**src/rtl/core/rcpc_pkg.sv**
```systemverilog
package rcpc_pkg;

    // Largest matrix side held in the column parity store
    localparam int MAX_SIZE = 128;

    localparam int CFG_W  = 8;
    localparam int FIX_W  = 8;
    localparam int POS_W  = (MAX_SIZE > 1) ? $clog2(MAX_SIZE) : 1;
    localparam int SIZE_W = $clog2(MAX_SIZE + 1);

    // Tag queue between front and back
    localparam int QDEPTH = 4;
    localparam int QPTR_W = $clog2(QDEPTH);

    typedef enum logic [1:0] {
        VERDICT_OK  = 2'd0,
        VERDICT_FIX = 2'd1,
        VERDICT_BAD = 2'd2
    } t_verdict;

    // One classified cell
    typedef struct packed {
        logic             cell_bit;
        logic [POS_W-1:0] col;
        logic [POS_W-1:0] row;
        logic             first_row;
        logic             row_end;
        logic             mat_end;
    } t_tag;

    typedef struct packed {
        logic push;
        t_tag tag;
    } t_qwr;

    typedef struct packed {
        logic vld;
        t_tag tag;
    } t_qrd;

    // Zero reads as one, anything above the store depth as the depth
    function automatic logic [SIZE_W-1:0] eff_size(input logic [CFG_W-1:0] cfg);
        logic [SIZE_W-1:0] s;
        if (cfg == '0) begin
            s = SIZE_W'(1);
        end else if (int'(cfg) > MAX_SIZE) begin
            s = SIZE_W'(MAX_SIZE);
        end else begin
            s = SIZE_W'(cfg);
        end
        return s;
    endfunction

endpackage

```
**src/rtl/core/rcpc_res_if.sv**
```systemverilog
interface rcpc_res_if;
    import rcpc_pkg::*;

    logic             valid;
    logic             ready;
    t_verdict         verdict;
    logic [FIX_W-1:0] fix_row;
    logic [FIX_W-1:0] fix_col;

    modport source (output valid, output verdict, output fix_row, output fix_col, input ready);
    modport sink   (input valid, input verdict, input fix_row, input fix_col, output ready);
endinterface

```
**src/rtl/core/rcpc_back.sv**
```systemverilog
module rcpc_back (
    input  logic           i_clk,
    input  logic           i_rst_n,
    input  logic           i_clr,
    input  rcpc_pkg::t_qrd i_qrd,
    output logic           o_pop,
    rcpc_res_if.source     o_res
);
    import rcpc_pkg::*;

    // Column parity store, one bit per column
    logic             r_mem [MAX_SIZE];
    logic             r_rd;

    logic             r_s2_valid;
    t_tag             r_s2;

    // Running accumulation
    logic             r_rpar;
    logic [SIZE_W-1:0] r_ccnt;
    logic [POS_W-1:0] r_cx;
    logic [1:0]       r_orc;
    logic [POS_W-1:0] r_lrow;

    logic             r_out_valid;
    t_verdict         r_verdict;
    logic [FIX_W-1:0] r_fix_row;
    logic [FIX_W-1:0] r_fix_col;

    logic             stall;
    logic             adv;
    logic             old_par;
    logic             new_par;
    logic             n_rpar;
    logic [SIZE_W-1:0] n_ccnt;
    logic [POS_W-1:0] n_cx;
    logic [1:0]       n_orc;
    logic [POS_W-1:0] n_lrow;
    logic [POS_W:0]   row1;
    logic [POS_W:0]   col1;
    t_verdict         n_verdict;
    logic [FIX_W-1:0] n_fix_row;
    logic [FIX_W-1:0] n_fix_col;

    // Hold the last cell of a matrix while the previous verdict is unclaimed
    assign stall = r_s2_valid && r_s2.mat_end && r_out_valid && !o_res.ready;
    assign adv   = r_s2_valid && !stall;
    assign o_pop = i_qrd.vld && !stall;

    // First row starts every column afresh
    assign old_par = r_s2.first_row ? 1'b0 : r_rd;
    assign new_par = old_par ^ r_s2.cell_bit;

    // Next accumulation and verdict
    always_comb begin
        n_rpar = r_rpar ^ r_s2.cell_bit;
        n_ccnt = r_ccnt;
        n_cx   = r_cx;
        n_orc  = r_orc;
        n_lrow = r_lrow;
        if (r_s2.cell_bit) begin
            n_ccnt = old_par ? (r_ccnt - SIZE_W'(1)) : (r_ccnt + SIZE_W'(1));
            n_cx   = r_cx ^ r_s2.col;
        end
        if (r_s2.row_end && n_rpar) begin
            n_orc  = (r_orc == 2'd2) ? 2'd2 : (r_orc + 2'd1);
            n_lrow = r_s2.row;
        end
        row1 = {1'b0, n_lrow} + (POS_W+1)'(1);
        col1 = {1'b0, n_cx} + (POS_W+1)'(1);
        n_fix_row = '0;
        n_fix_col = '0;
        if (n_orc == 2'd0 && n_ccnt == '0) begin
            n_verdict = VERDICT_OK;
        end else if (n_orc == 2'd1 && n_ccnt == SIZE_W'(1)) begin
            n_verdict = VERDICT_FIX;
            n_fix_row = FIX_W'(row1);
            n_fix_col = FIX_W'(col1);
        end else begin
            n_verdict = VERDICT_BAD;
        end
    end

    // Store write-back and read with bypass of the beat being written
    always_ff @(posedge i_clk) begin
        if (adv) begin
            r_mem[r_s2.col] <= new_par;
        end
        if (o_pop) begin
            if (adv && r_s2.col == i_qrd.tag.col) begin
                r_rd <= new_par;
            end else begin
                r_rd <= r_mem[i_qrd.tag.col];
            end
        end
    end

    // Working stage
    always_ff @(posedge i_clk) begin
        if (!i_rst_n || i_clr) begin
            r_s2_valid <= 1'b0;
        end else if (o_pop) begin
            r_s2_valid <= 1'b1;
        end else if (adv) begin
            r_s2_valid <= 1'b0;
        end
        if (o_pop) begin
            r_s2 <= i_qrd.tag;
        end
    end

    // Accumulators: row parity cleared at each row end, all cleared at matrix end
    always_ff @(posedge i_clk) begin
        if (!i_rst_n || i_clr) begin
            r_rpar <= 1'b0;
            r_ccnt <= '0;
            r_cx   <= '0;
            r_orc  <= '0;
            r_lrow <= '0;
        end else if (adv) begin
            if (r_s2.mat_end) begin
                r_rpar <= 1'b0;
                r_ccnt <= '0;
                r_cx   <= '0;
                r_orc  <= '0;
                r_lrow <= '0;
            end else begin
                r_rpar <= r_s2.row_end ? 1'b0 : n_rpar;
                r_ccnt <= n_ccnt;
                r_cx   <= n_cx;
                r_orc  <= n_orc;
                r_lrow <= n_lrow;
            end
        end
    end

    // Output register
    always_ff @(posedge i_clk) begin
        if (!i_rst_n) begin
            r_out_valid <= 1'b0;
        end else if (adv && r_s2.mat_end) begin
            r_out_valid <= 1'b1;
        end else if (o_res.ready) begin
            r_out_valid <= 1'b0;
        end
        if (adv && r_s2.mat_end) begin
            r_verdict <= n_verdict;
            r_fix_row <= n_fix_row;
            r_fix_col <= n_fix_col;
        end
    end

    assign o_res.valid   = r_out_valid;
    assign o_res.verdict = r_verdict;
    assign o_res.fix_row = r_fix_row;
    assign o_res.fix_col = r_fix_col;

endmodule

```
**src/flat_wrapper.sv**
```systemverilog
// flat-port wrapper written by rule: the top's interface ports become plain ports
module rcpc_back_flat import rcpc_pkg::*;
  (i_clk, i_rst_n, i_clr, i_qrd, o_pop, o_res_valid, o_res_verdict, o_res_fix_row, o_res_fix_col, o_res_ready);
  rcpc_res_if o_res_i ();
  input  logic i_clk;
  input  logic i_rst_n;
  input  logic i_clr;
  input  rcpc_pkg::t_qrd i_qrd;
  output logic o_pop;
  output wire logic [$bits(o_res_i.valid)-1:0] o_res_valid;
  output wire logic [$bits(o_res_i.verdict)-1:0] o_res_verdict;
  output wire logic [$bits(o_res_i.fix_row)-1:0] o_res_fix_row;
  output wire logic [$bits(o_res_i.fix_col)-1:0] o_res_fix_col;
  input wire logic [$bits(o_res_i.ready)-1:0] o_res_ready;
  assign o_res_valid = o_res_i.valid;
  assign o_res_verdict = o_res_i.verdict;
  assign o_res_fix_row = o_res_i.fix_row;
  assign o_res_fix_col = o_res_i.fix_col;
  assign o_res_i.ready = o_res_ready;
  rcpc_back u_core (.i_clk(i_clk), .i_rst_n(i_rst_n), .i_clr(i_clr), .i_qrd(i_qrd), .o_pop(o_pop), .o_res(o_res_i));
endmodule
```
**config.mk**
```make
export PLATFORM = sky130hd
export DESIGN_NAME = rcpc_back_flat
export DESIGN_NICKNAME = d
export VERILOG_FILES = /design/src/rtl/core/rcpc_pkg.sv /design/src/rtl/core/rcpc_res_if.sv /design/src/rtl/core/rcpc_back.sv /design/src/flat_wrapper.sv
export SDC_FILE = /design/constraint.sdc
export NUM_CORES = 1
export LEC_CHECK = 0
export BUFFER_PORTS_ARGS = -buffer_cell sky130_fd_sc_hd__buf_2
export CELL_PAD_IN_SITES_DETAIL_PLACEMENT = 1
export CELL_PAD_IN_SITES_GLOBAL_PLACEMENT = 1
export CORE_UTILIZATION = 54
export DETAILED_ROUTE_END_ITERATION = 7
export PLACE_DENSITY = 0.85
export SLEW_MARGIN = 20
export SYNTH_ARGS = -nofsm -noshare
export SYNTH_HDL_FRONTEND = slang
export SYNTH_SLANG_ARGS = --single-unit
```
**constraint.sdc**
```tcl
create_clock -name i_clk -period 16.2 [get_ports i_clk]
set_input_delay 2.43 -clock i_clk [delete_from_list [all_inputs] [get_ports i_clk]]
set_output_delay 2.43 -clock i_clk [all_outputs]
set_load 0.005 [all_outputs]
```
==> results of run 1 <==
[critical path, stage by stage]
cell and delay, ns:
buf_2 0.09, nand2b_1 0.14, o21a_1 0.74, buf_2 0.25
[placed cells by master (no fill, tap or decap), types with 11 or more instances in the layout]
master     instances
buf_2             42
nor2_1           180
clkbuf_16         17
nand2_1           39
mux2i_1           31
edfxtp_1         165
nand3_1           20
or3_1             11
mux4_2            26
o21ai_0           22
xnor2_1           21
xor2_1            15
dfxtp_1           27
a21oi_1           27
[registers in the layout, summed over array words and instances (netlist names)]
| register | count |
|---|---|
| u_core.r_mem | 128 |
| u_core.r_s2 | 18 |
| u_core.o_res.fix_col | 8 |
| u_core.o_res.fix_row | 8 |
| u_core.r_ccnt | 8 |
| u_core.r_cx | 7 |
| u_core.r_lrow | 7 |
| u_core.o_res.verdict | 2 |
| u_core.r_orc | 2 |
| u_core.o_res.valid | 1 |
| u_core.r_rd | 1 |
| u_core.r_rpar | 1 |
| u_core.r_s2_valid | 1 |
[kinds of logic after synthesis]
group / Yosys count / synth area share [%]
and+or+nand+nor: 311 / 15.53
buffers and inverters: 59 / 2.662
muxes: 65 / 10.91
DFF: 192 / 60.57
xor gates and xnor gates: 37 / 3.572
AOI/OAI and AO/OA: 87 / 6.068
adders and majority gates: 5 / 0.6896
[area by class of cell]
type | instances | area (um^2) | share of cell area, %
Clock buffer | 18 | 429.2 | 4.288
Clock inverter | 14 | 171.4 | 1.712
Inverter | 10 | 37.54 | 0.3750
Multi-Input combinational cell | 505 | 3346 | 33.43
Sequential cell | 192 | 5495 | 54.90
Tap cell | 220 | 275.3 | 2.750
Timing Repair Buffer | 48 | 255.2 | 2.550
[power by group through the flow]
stage	Combinational, mW	Clock, mW	Sequential (mW)
floorplan	0.0526	0	0.564
global placement	0.0681	0	0.565
detailed placement	0.0721	0	0.565
CTS	0.0736	0.430	0.554
global route	0.0794	0.445	0.555
finish	0.0734	0.426	0.554
[layer usage]
layer,global-route usage [%],vias to the layer above,wire length (um),part of all wire [%]
li1,-,2779,-,-
met4,11.18,0,539,2.4
met2,51.18,179,12490,55
met1,31.35,3118,8714,38
met3,3.897,43,949,4.2
met5,0,-,0,0
[Yosys cell counts, drive strengths merged, types with 11 or more instances]
| cell | number |
|---|---|
| edfxtp | 165 |
| mux4 | 26 |
| o21ai | 23 |
| nand2 | 40 |
| nand3 | 20 |
| nand2b | 11 |
| or3 | 11 |
| xor2 | 15 |
| clkbuf | 31 |
| buf | 18 |
| xnor2 | 22 |
| mux2i | 31 |
| nor2 | 180 |
| dfxtp | 27 |
| a21oi | 27 |
[worst min-delay path by stage]
stage / startpoint / end / slack, ns / cells after the start
6_report: u_core.r_cx[0] / u_core.r_cx[0] / 0.48 / 2
3_3_place_gp: u_core.r_cx[0] / u_core.r_cx[0] / 0.46 / 2
2_1_floorplan: u_core.r_cx[0] / u_core.r_cx[0] / 0.44 / 2
5_1_grt: u_core.r_cx[0] / u_core.r_cx[0] / 0.51 / 2
3_5_place_dp: u_core.r_cx[0] / u_core.r_cx[0] / 0.46 / 2
4_1_cts: u_core.r_cx[0] / u_core.r_cx[0] / 0.48 / 2
==> out/metrics.cfg, run 1 <==
[finish]
diodes = 0
stdcell_count = 1007
drive_above_1_share_pct = 15.37
fin_area_mm2 = 0.01001
fillers = 1685
layout.nets = 802
area_growth_syn_to_layout_pct = 10.33
utilization_pct = 60.79

[grt]
first_global_vias = 6533
gr-total-overflow = 0
antenna_found_initial = 0
track_usage_pct = 27.44
grt_pass1_wl_mm = 35.72
grt_max_degree = 130

[clock_network]
cts.path.max_buffers = 2
post-cts-setup-buffers = 0
clk_pin_slew_ns = 0.07
clk_latency_ns = 0.44
cts-buffers-inserted = 17
ctsRootBufferMaster = clkbuf_16
post_cts_resized = 0
clkSinkCount = 192
tritoncts = yes
htreeDepth = 4
holdBufCountCts = 0

[yosys]
synth-seq-cells = 192
syn_nets = 784
netlist.top_cell.by_area = edfxtp_1
syn_area_per_cell_um2 = 12.00
async_flop_share_pct = 0
seq_area_frac_synth_pct = 60.57
yosys_warnings = 0
ys_types = 61
synthTopCellsByArea = edfxtp_1, nor2_1, mux4_2
synth_edf_count = 165
synthFlopType = edfxtp_1
synth_top_area_share_pct = 54.61
syn-instance-count = 756
syn-cell-area_mm2 = 0.009072

[placed_design]
dpl.hpwl_mm = 14.04
dpl_cell_area_mm2 = 0.009407
gp_congestion = 0.7960
dp.cells = 975
port_buffers = 42
dp_slack_ns = 10.12

[setup_path]
r2r_start = u_core.r_rd
cp_max_fo = 20
crit_type = input port to output pin
critPathArrivalTime_ns = 3.65
crit_required_ns = 13.77
setup.worst_path.end = o_pop
ff2ff_path_depth = 10
rr_endpoint = u_core.o_res.fix_row[7]
endpoint_kind = output pin
startpoint = o_res_ready
startpoint_type = input port
reg2reg_slack_ns = 12.08

[power_and_ir_drop]
p_clk_share_pct = 40.4
power_frac_seq_pct = 52.6
total_power_mw = 1.053
p_per_area_mw_per_mm2 = 105.2
netSwitchingPower_uw = 259.0
switching_share_pct = 24.59
ir_drop_uv = 80.79
power_leakage_nw = 3.280
comb_power_share_pct = 7.0
internal-power_uw = 794.2

[sta]
finalSetupViolCount = 0
fin_ws_ns = 10.12
finalHoldViolCount = 0
finalCriticalPeriod_ns = 6.080
max_slew_margin_pct = 24.71
skew_ns = 0.01340
holdWs_ns = 0.4765
post-route-period-util_pct = 37.53
tightest_slew_ns = 1.123
report.final.slew_viol_count = 0
fin_setup_tns_ns = 0
rsz0062_at_grt = false
fmax_ghz = 0.1645

[floorplan]
start_util_pct = 55.10
die-area_mm2 = 0.01732
die_y_um = 131.6
rows = 47
pin_count = 43
die_w_um = 131.6
core_area_mm2 = 0.01647

[worst_hold_path]
hold_class = register to register

[outcome]
status = finished clean

[flow_run]
cap_viol_max_count = 0

[drt]
drtIter0Drc = 430
vias = 6119
postRouteAntennaNets = 0
drc = 0
drt-pass1-iter-count = 5
wl_per_cell_um = 22.54
totalWireLength_mm = 22.70
viasPerCell = 6.076

No activity file was read; power rests on OpenSTA's default activity.
==> run 2, diff against run 1 <==
--- a/config.mk
+++ b/config.mk
@@ -8,9 +8,9 @@
 export BUFFER_PORTS_ARGS = -buffer_cell sky130_fd_sc_hd__buf_2
 export CELL_PAD_IN_SITES_DETAIL_PLACEMENT = 1
 export CELL_PAD_IN_SITES_GLOBAL_PLACEMENT = 1
-export CORE_UTILIZATION = 54
+export CORE_UTILIZATION = 50
 export DETAILED_ROUTE_END_ITERATION = 7
-export PLACE_DENSITY = 0.85
+export PLACE_DENSITY = 0.79
 export SLEW_MARGIN = 20
 export SYNTH_ARGS = -nofsm -noshare
 export SYNTH_HDL_FRONTEND = slang
==> constraint.sdc (replaced) <==
create_clock -name i_clk -period 6.15 [get_ports i_clk]
set_input_delay 0.9225 -clock i_clk [delete_from_list [all_inputs] [get_ports i_clk]]
set_output_delay 0.9225 -clock i_clk [all_outputs]
set_load 0.005 [all_outputs]
==> run 2 against run 1 <==
Effect of this change:
- power increased to 2.7 times the previous value
- sequential share of layout area fell by 0.38 points
- critical path depth up 6
- sequential power rose to 2.6 times the previous value
- clock skew grew 0.0011 ns
- critical endpoint is now u_core.o_res.fix_row[7]
- hold slack better by 0.0050 ns
- via count barely moved
- combinational power grew to 2.6 times the previous value
- highest routed layer unchanged
- non-clock buffer count increased by 3
- worst setup slack got worse by 7.8 ns
==> out/metrics.cfg, run 2 (synthesized netlist as in run 1, its figures left out) <==
[outcome]
status = finished clean

[grt]
gr-total-overflow = 0
grt_max_degree = 130
track_usage_pct = 25.74
first_global_vias = 6494
antenna_found_initial = 1
grt_pass1_wl_mm = 35.08

[power_and_ir_drop]
total_power_mw = 2.813
internal-power_mw = 2.133
comb_power_share_pct = 6.9
power_leakage_nw = 3.309
netSwitchingPower_uw = 679.8
switching_share_pct = 24.16
ir_drop_uv = 232.8
p_per_area_mw_per_mm2 = 279.1
power_frac_seq_pct = 51.9
p_clk_share_pct = 41.2

[finish]
area_growth_syn_to_layout_pct = 11.10
final_common_cell = nor2_1
regArea_mm2 = 0.005495
multi_input_area_mm2 = 0.003346
stdcell_count = 1016
final_cell_mix = nor2_1, edfxtp_1, buf_2
layout.nets = 805
top_register = u_core.r_mem
largest_register_ffs = 128
fillers = 1795
reg_top3 = u_core.r_mem x128, u_core.r_s2 x18
drive_above_1_share_pct = 15.70

[clock_network]
holdBufCountCts = 0
clk_pin_slew_ns = 0.07
clk_latency_ns = 0.45
htreeDepth = 4
tritoncts = yes
clkSinkCount = 192
ctsRootBufferMaster = clkbuf_16
cts.path.max_buffers = 2
post-cts-setup-buffers = 0
post_cts_resized = 0
cts-buffers-inserted = 17

[placed_design]
port_buffers = 42
dp.cells = 981
gp_congestion = 0.8064
dpl.hpwl_mm = 13.89

[drt]
viasPerCell = 6.027
vias = 6123
postRouteAntennaNets = 0
drt-pass1-iter-count = 5
totalWireLength_mm = 22.43
wl_per_cell_um = 22.08
drc = 0
drtIter0Drc = 400

[worst_hold_path]
min-delay-start = u_core.r_cx[0]
min_path_cells = 2
min_delay_worst_endpoint = u_core.r_cx[0]
hold_class = register to register

[setup_path]
reg2reg_slack_ns = 2.31
rr_endpoint = u_core.o_res.fix_row[7]
r2r_start = u_core.r_s2[2]
critPathArrivalTime_ns = 4.12
crit_type = register to register
cp_max_fo = 17
ff2ff_path_depth = 10
startpoint_type = register
crit_required_ns = 6.43
endpoint_kind = register

[floorplan]
core_area_mm2 = 0.01754
die_y_um = 136.7
die-area_mm2 = 0.01869
start_util_pct = 51.73
pin_count = 43
rows = 48
die_w_um = 136.7

[sta]
finalHoldViolCount = 0
fmax_ghz = 0.2602
fin_setup_tns_ns = 0
skew_ns = 0.01449
finalSetupViolCount = 0
finalCriticalPeriod_ns = 3.844
post-route-period-util_pct = 62.50
rsz0062_at_grt = false
tightest_slew_ns = 1.098
report.final.slew_viol_count = 0
max_slew_margin_pct = 26.55

[flow_run]
cap_viol_max_count = 0

-- run 2: cell types whose count changed in the layout (fill, tap and decap cells not counted) --
cell        delta
clkinvlp_4     +1
diode_2        +1
inv_6          -3
buf_8          +2
clkinv_8       -1
clkinv_4       -1
bufinv_16      +1
buf_6          +1
inv_8          +3
-- run 2: how the worst max path moves through the flow --
| stage | startpoint | to | slack, ns | cells past startpoint |
|---|---|---|---|---|
| after floorplan | u_core.r_s2[17] | u_core.r_mem[0] | 0.50 | 4 |
| after global placement | u_core.r_rd | u_core.o_res.fix_row[7] | 2.45 | 10 |
| after detailed placement | u_core.r_s2[2] | u_core.o_res.fix_row[7] | 2.31 | 10 |
| after CTS | u_core.r_s2[2] | u_core.o_res.fix_row[7] | 2.30 | 10 |
| after global routing | u_core.r_s2[2] | u_core.o_res.fix_row[7] | 1.98 | 10 |
| final | u_core.r_s2[2] | u_core.o_res.fix_row[7] | 2.31 | 10 |
-- run 2: stage by stage --
step | setup slack, ns | instance area (um^2) | hold WS (ns) | util [%]
floorplan | 0.5044 | 9072 | 0.4436 | -
global placement | 2.453 | 9420 | 0.4603 | 53.72
detailed placement | 2.305 | 9420 | 0.4802 | 53.72
CTS | 2.297 | 10040 | 0.4900 | 57.26
global route | 1.975 | 10080 | 0.5087 | 57.46
finish | 2.306 | 10080 | 0.4815 | 57.48
-- run 2: final cells by class --
| cell class | instances | area share, % |
|---|---|---|
| diodes | 1 | 0.02483 |
| repair buffers | 51 | 2.942 |
| clock buffers | 18 | 4.258 |
| multi-input cells | 505 | 33.19 |
| well taps | 225 | 2.793 |
| inverters | 10 | 0.3724 |
| clock inverters | 14 | 1.899 |
| flip-flops and latches | 192 | 54.52 |
-- run 2: worst max-delay path, cell delays in order (launching register included) --
cell and delay [ns]:
edfxtp_1 0.32, nand2b_1 0.49, inv_2 0.17, ha_1 0.41
nand2_1 0.07, or4b_1 0.49, and2_1 0.17, a31oi_1 0.18
nand4_1 0.14, or4_1 0.87, nor4_4 0.36
-- run 2: per-layer routing --
layer	vias to the layer above	routed length [um]	track usage [%]
met1	3140	8873	29.09
li1	2788	-	-
met4	0	590	10.31
met5	-	0	0
met3	40	1010	5.593
met2	155	11960	46.95
-- run 2: power groups by stage --
stage	registers (mW)	logic (mW)	clock network, mW
floorplan	1.48	0.139	0
global placement	1.49	0.183	0
detailed placement	1.49	0.192	0
CTS	1.46	0.194	1.18
global route	1.46	0.211	1.22
finish	1.46	0.194	1.16
==> run 3, diff against run 2 <==
==> constraint.sdc (replaced) <==
create_clock -name i_clk -period 3.9 [get_ports i_clk]
set_input_delay 0.585 -clock i_clk [delete_from_list [all_inputs] [get_ports i_clk]]
set_output_delay 0.585 -clock i_clk [all_outputs]
set_load 0.005 [all_outputs]
==> run 3 against run 2 <==
Effect of this change:
- flip-flop and latch count stayed put
- global-route usage is 0.24 points lower
- clock skew is 0.0014 ns lower
- cell count is 1.1% higher
- non-clock buffer count is 11 higher
- design area is 0.77% higher
- worst setup slack worse by 1.9 ns
- sequential power is 58% higher
- critical path depth is 1 higher
- largest cell class unchanged
- largest power group unchanged
==> out/metrics.cfg, run 3 (synthesized netlist as in run 1, its figures left out) <==
[outcome]
status = finished clean

[power_and_ir_drop]
power_frac_seq_pct = 51.9
power_leakage_nw = 3.359
p_per_area_mw_per_mm2 = 436.1
comb_power_share_pct = 7.2
p_clk_share_pct = 40.9
switching_share_pct = 24.02
netSwitchingPower_mw = 1.064
ir_drop_uv = 347.0
internal-power_mw = 3.366

[sta]
finalSetupViolCount = 0
finalHoldViolCount = 0
finalCriticalPeriod_ns = 3.491
skew_ns = 0.01305
rsz0062_at_grt = false
fmax_ghz = 0.2864
post-route-period-util_pct = 89.52
max_slew_margin_pct = 35.29
fin_setup_tns_ns = 0
tightest_slew_ns = 0.9706
report.final.slew_viol_count = 0

[drt]
drc = 0
drt-pass1-iter-count = 5
postRouteAntennaNets = 0
vias = 6089
drtIter0Drc = 441
totalWireLength_mm = 22.19
viasPerCell = 5.929
wl_per_cell_um = 21.61

[grt]
grt_max_degree = 78
grt_pass1_wl_mm = 35.05
track_usage_pct = 25.50
first_global_vias = 6469
antenna_found_initial = 1
gr-total-overflow = 0

[floorplan]
core_area_mm2 = 0.01754
start_util_pct = 51.73
rows = 48
die_w_um = 136.7
die-area_mm2 = 0.01869
die_y_um = 136.7
pin_count = 43

[clock_network]
clkSinkCount = 192
htreeDepth = 4
clk_pin_slew_ns = 0.07
tritoncts = yes
holdBufCountCts = 0
cts.path.max_buffers = 2
ctsRootBufferMaster = clkbuf_16
cts-buffers-inserted = 17
clk_latency_ns = 0.43

[setup_path]
r2r_start = u_core.r_rd
ff2ff_path_depth = 11
critPathArrivalTime_ns = 3.75
rr_endpoint = u_core.o_res.fix_col[7]
cp_max_fo = 15
crit_type = register to register
startpoint_type = register
endpoint_kind = register
reg2reg_slack_ns = 0.41
crit_required_ns = 4.16

[worst_hold_path]
min_path_cells = 1
min_delay_worst_endpoint = u_core.r_s2[0]
hold_class = input port to register
min-delay-start = i_qrd[0]

[flow_run]
cap_viol_max_count = 0

[placed_design]
dpl.hpwl_mm = 14.23
port_buffers = 42
gp_congestion = 0.8333
dp.cells = 994

[finish]
stdcell_count = 1027
layout.nets = 816
final_cell_mix = nor2_1, edfxtp_1, buf_2
reg_top3 = u_core.r_mem x128, u_core.r_s2 x18
top_register = u_core.r_mem
final_common_cell = nor2_1
area_growth_syn_to_layout_pct = 11.96
largest_register_ffs = 128
drive_above_1_share_pct = 17.10

run 3: changes by cell type in the layout (fill, tap and decap cells not counted), sizes merged:
cell	before	now
clkinv	2	6
clkinvlp	3	1
clkbuf	18	17
buf	51	62
inv	17	16
run 3: metal layers:
metal / track usage (%) / up-vias / share of wire, %
met5: 0 / - / 0
li1: - / 2805 / -
met4: 7.593 / 0 / 2.0
met3: 5.000 / 32 / 4.0
met1: 30.13 / 3115 / 40
met2: 46.64 / 137 / 54
run 3: cell type report:
| type | count | area, um^2 |
|---|---|---|
| Sequential cell | 192 | 5495 |
| Timing Repair Buffer | 62 | 360.3 |
| Clock buffer | 17 | 425.4 |
| Multi-Input combinational cell | 505 | 3359 |
| Antenna cell | 1 | 2.502 |
| Inverter | 10 | 37.54 |
| Tap cell | 225 | 281.5 |
| Fill cell | 1780 | 7380 |
| Clock inverter | 15 | 195.2 |
run 3: through the flow:
step	utilization (%)	area (um^2)	setup WS (ns)	total power, mW	hold WS (ns)
after detailed placement	54.34	9529	0.2616	2.660	0.4842
final	57.92	10160	0.4086	4.429	0.3290
after global placement	54.34	9529	0.4833	2.642	0.4577
after global routing	57.91	10150	0.1902	4.553	0.3091
after CTS	57.88	10150	0.2240	4.457	0.3129
after floorplan	-	9080	0.05551	2.555	0.4436
run 3: how the worst max path moves through the flow:
stage                                from                      end  slack [ns]  cells past startpoint
after floorplan           u_core.r_s2[17]              u_core.r_rd        0.06                      6
after global placement        u_core.r_rd  u_core.o_res.fix_col[7]        0.48                     11
after detailed placement      u_core.r_rd  u_core.o_res.fix_col[7]        0.26                     11
after CTS                     u_core.r_rd  u_core.o_res.fix_col[7]        0.22                     11
after global routing          u_core.r_rd  u_core.o_res.fix_col[7]        0.19                     11
final                         u_core.r_rd  u_core.o_res.fix_col[7]        0.41                     11
run 3: power by group through the flow:
stage               combinational [mW]  clock (mW)  sequential (mW)
global route                     0.345        1.91             2.30
global placement                 0.300           0             2.34
CTS                              0.318        1.84             2.30
finish                           0.317        1.81             2.30
detailed placement               0.315           0             2.34
floorplan                        0.220           0             2.34
run 3: worst max-delay path, cell delays in order, from the launching register on:
cell and delay (ns):
edfxtp_1 0.38, nand2b_2 0.22, inv_2 0.12, ha_1 0.39
nand2_1 0.08, or4b_1 0.48, and2_1 0.17, a31oi_1 0.17
nand4_1 0.15, or4_1 0.66, buf_4 0.25, a211oi_2 0.23
run 3: what timing repair did:
item                       in CTS  in global routing
setup buffers                   0                  0
resized for setup               0                  1
setup endpoints to repair       0                  1
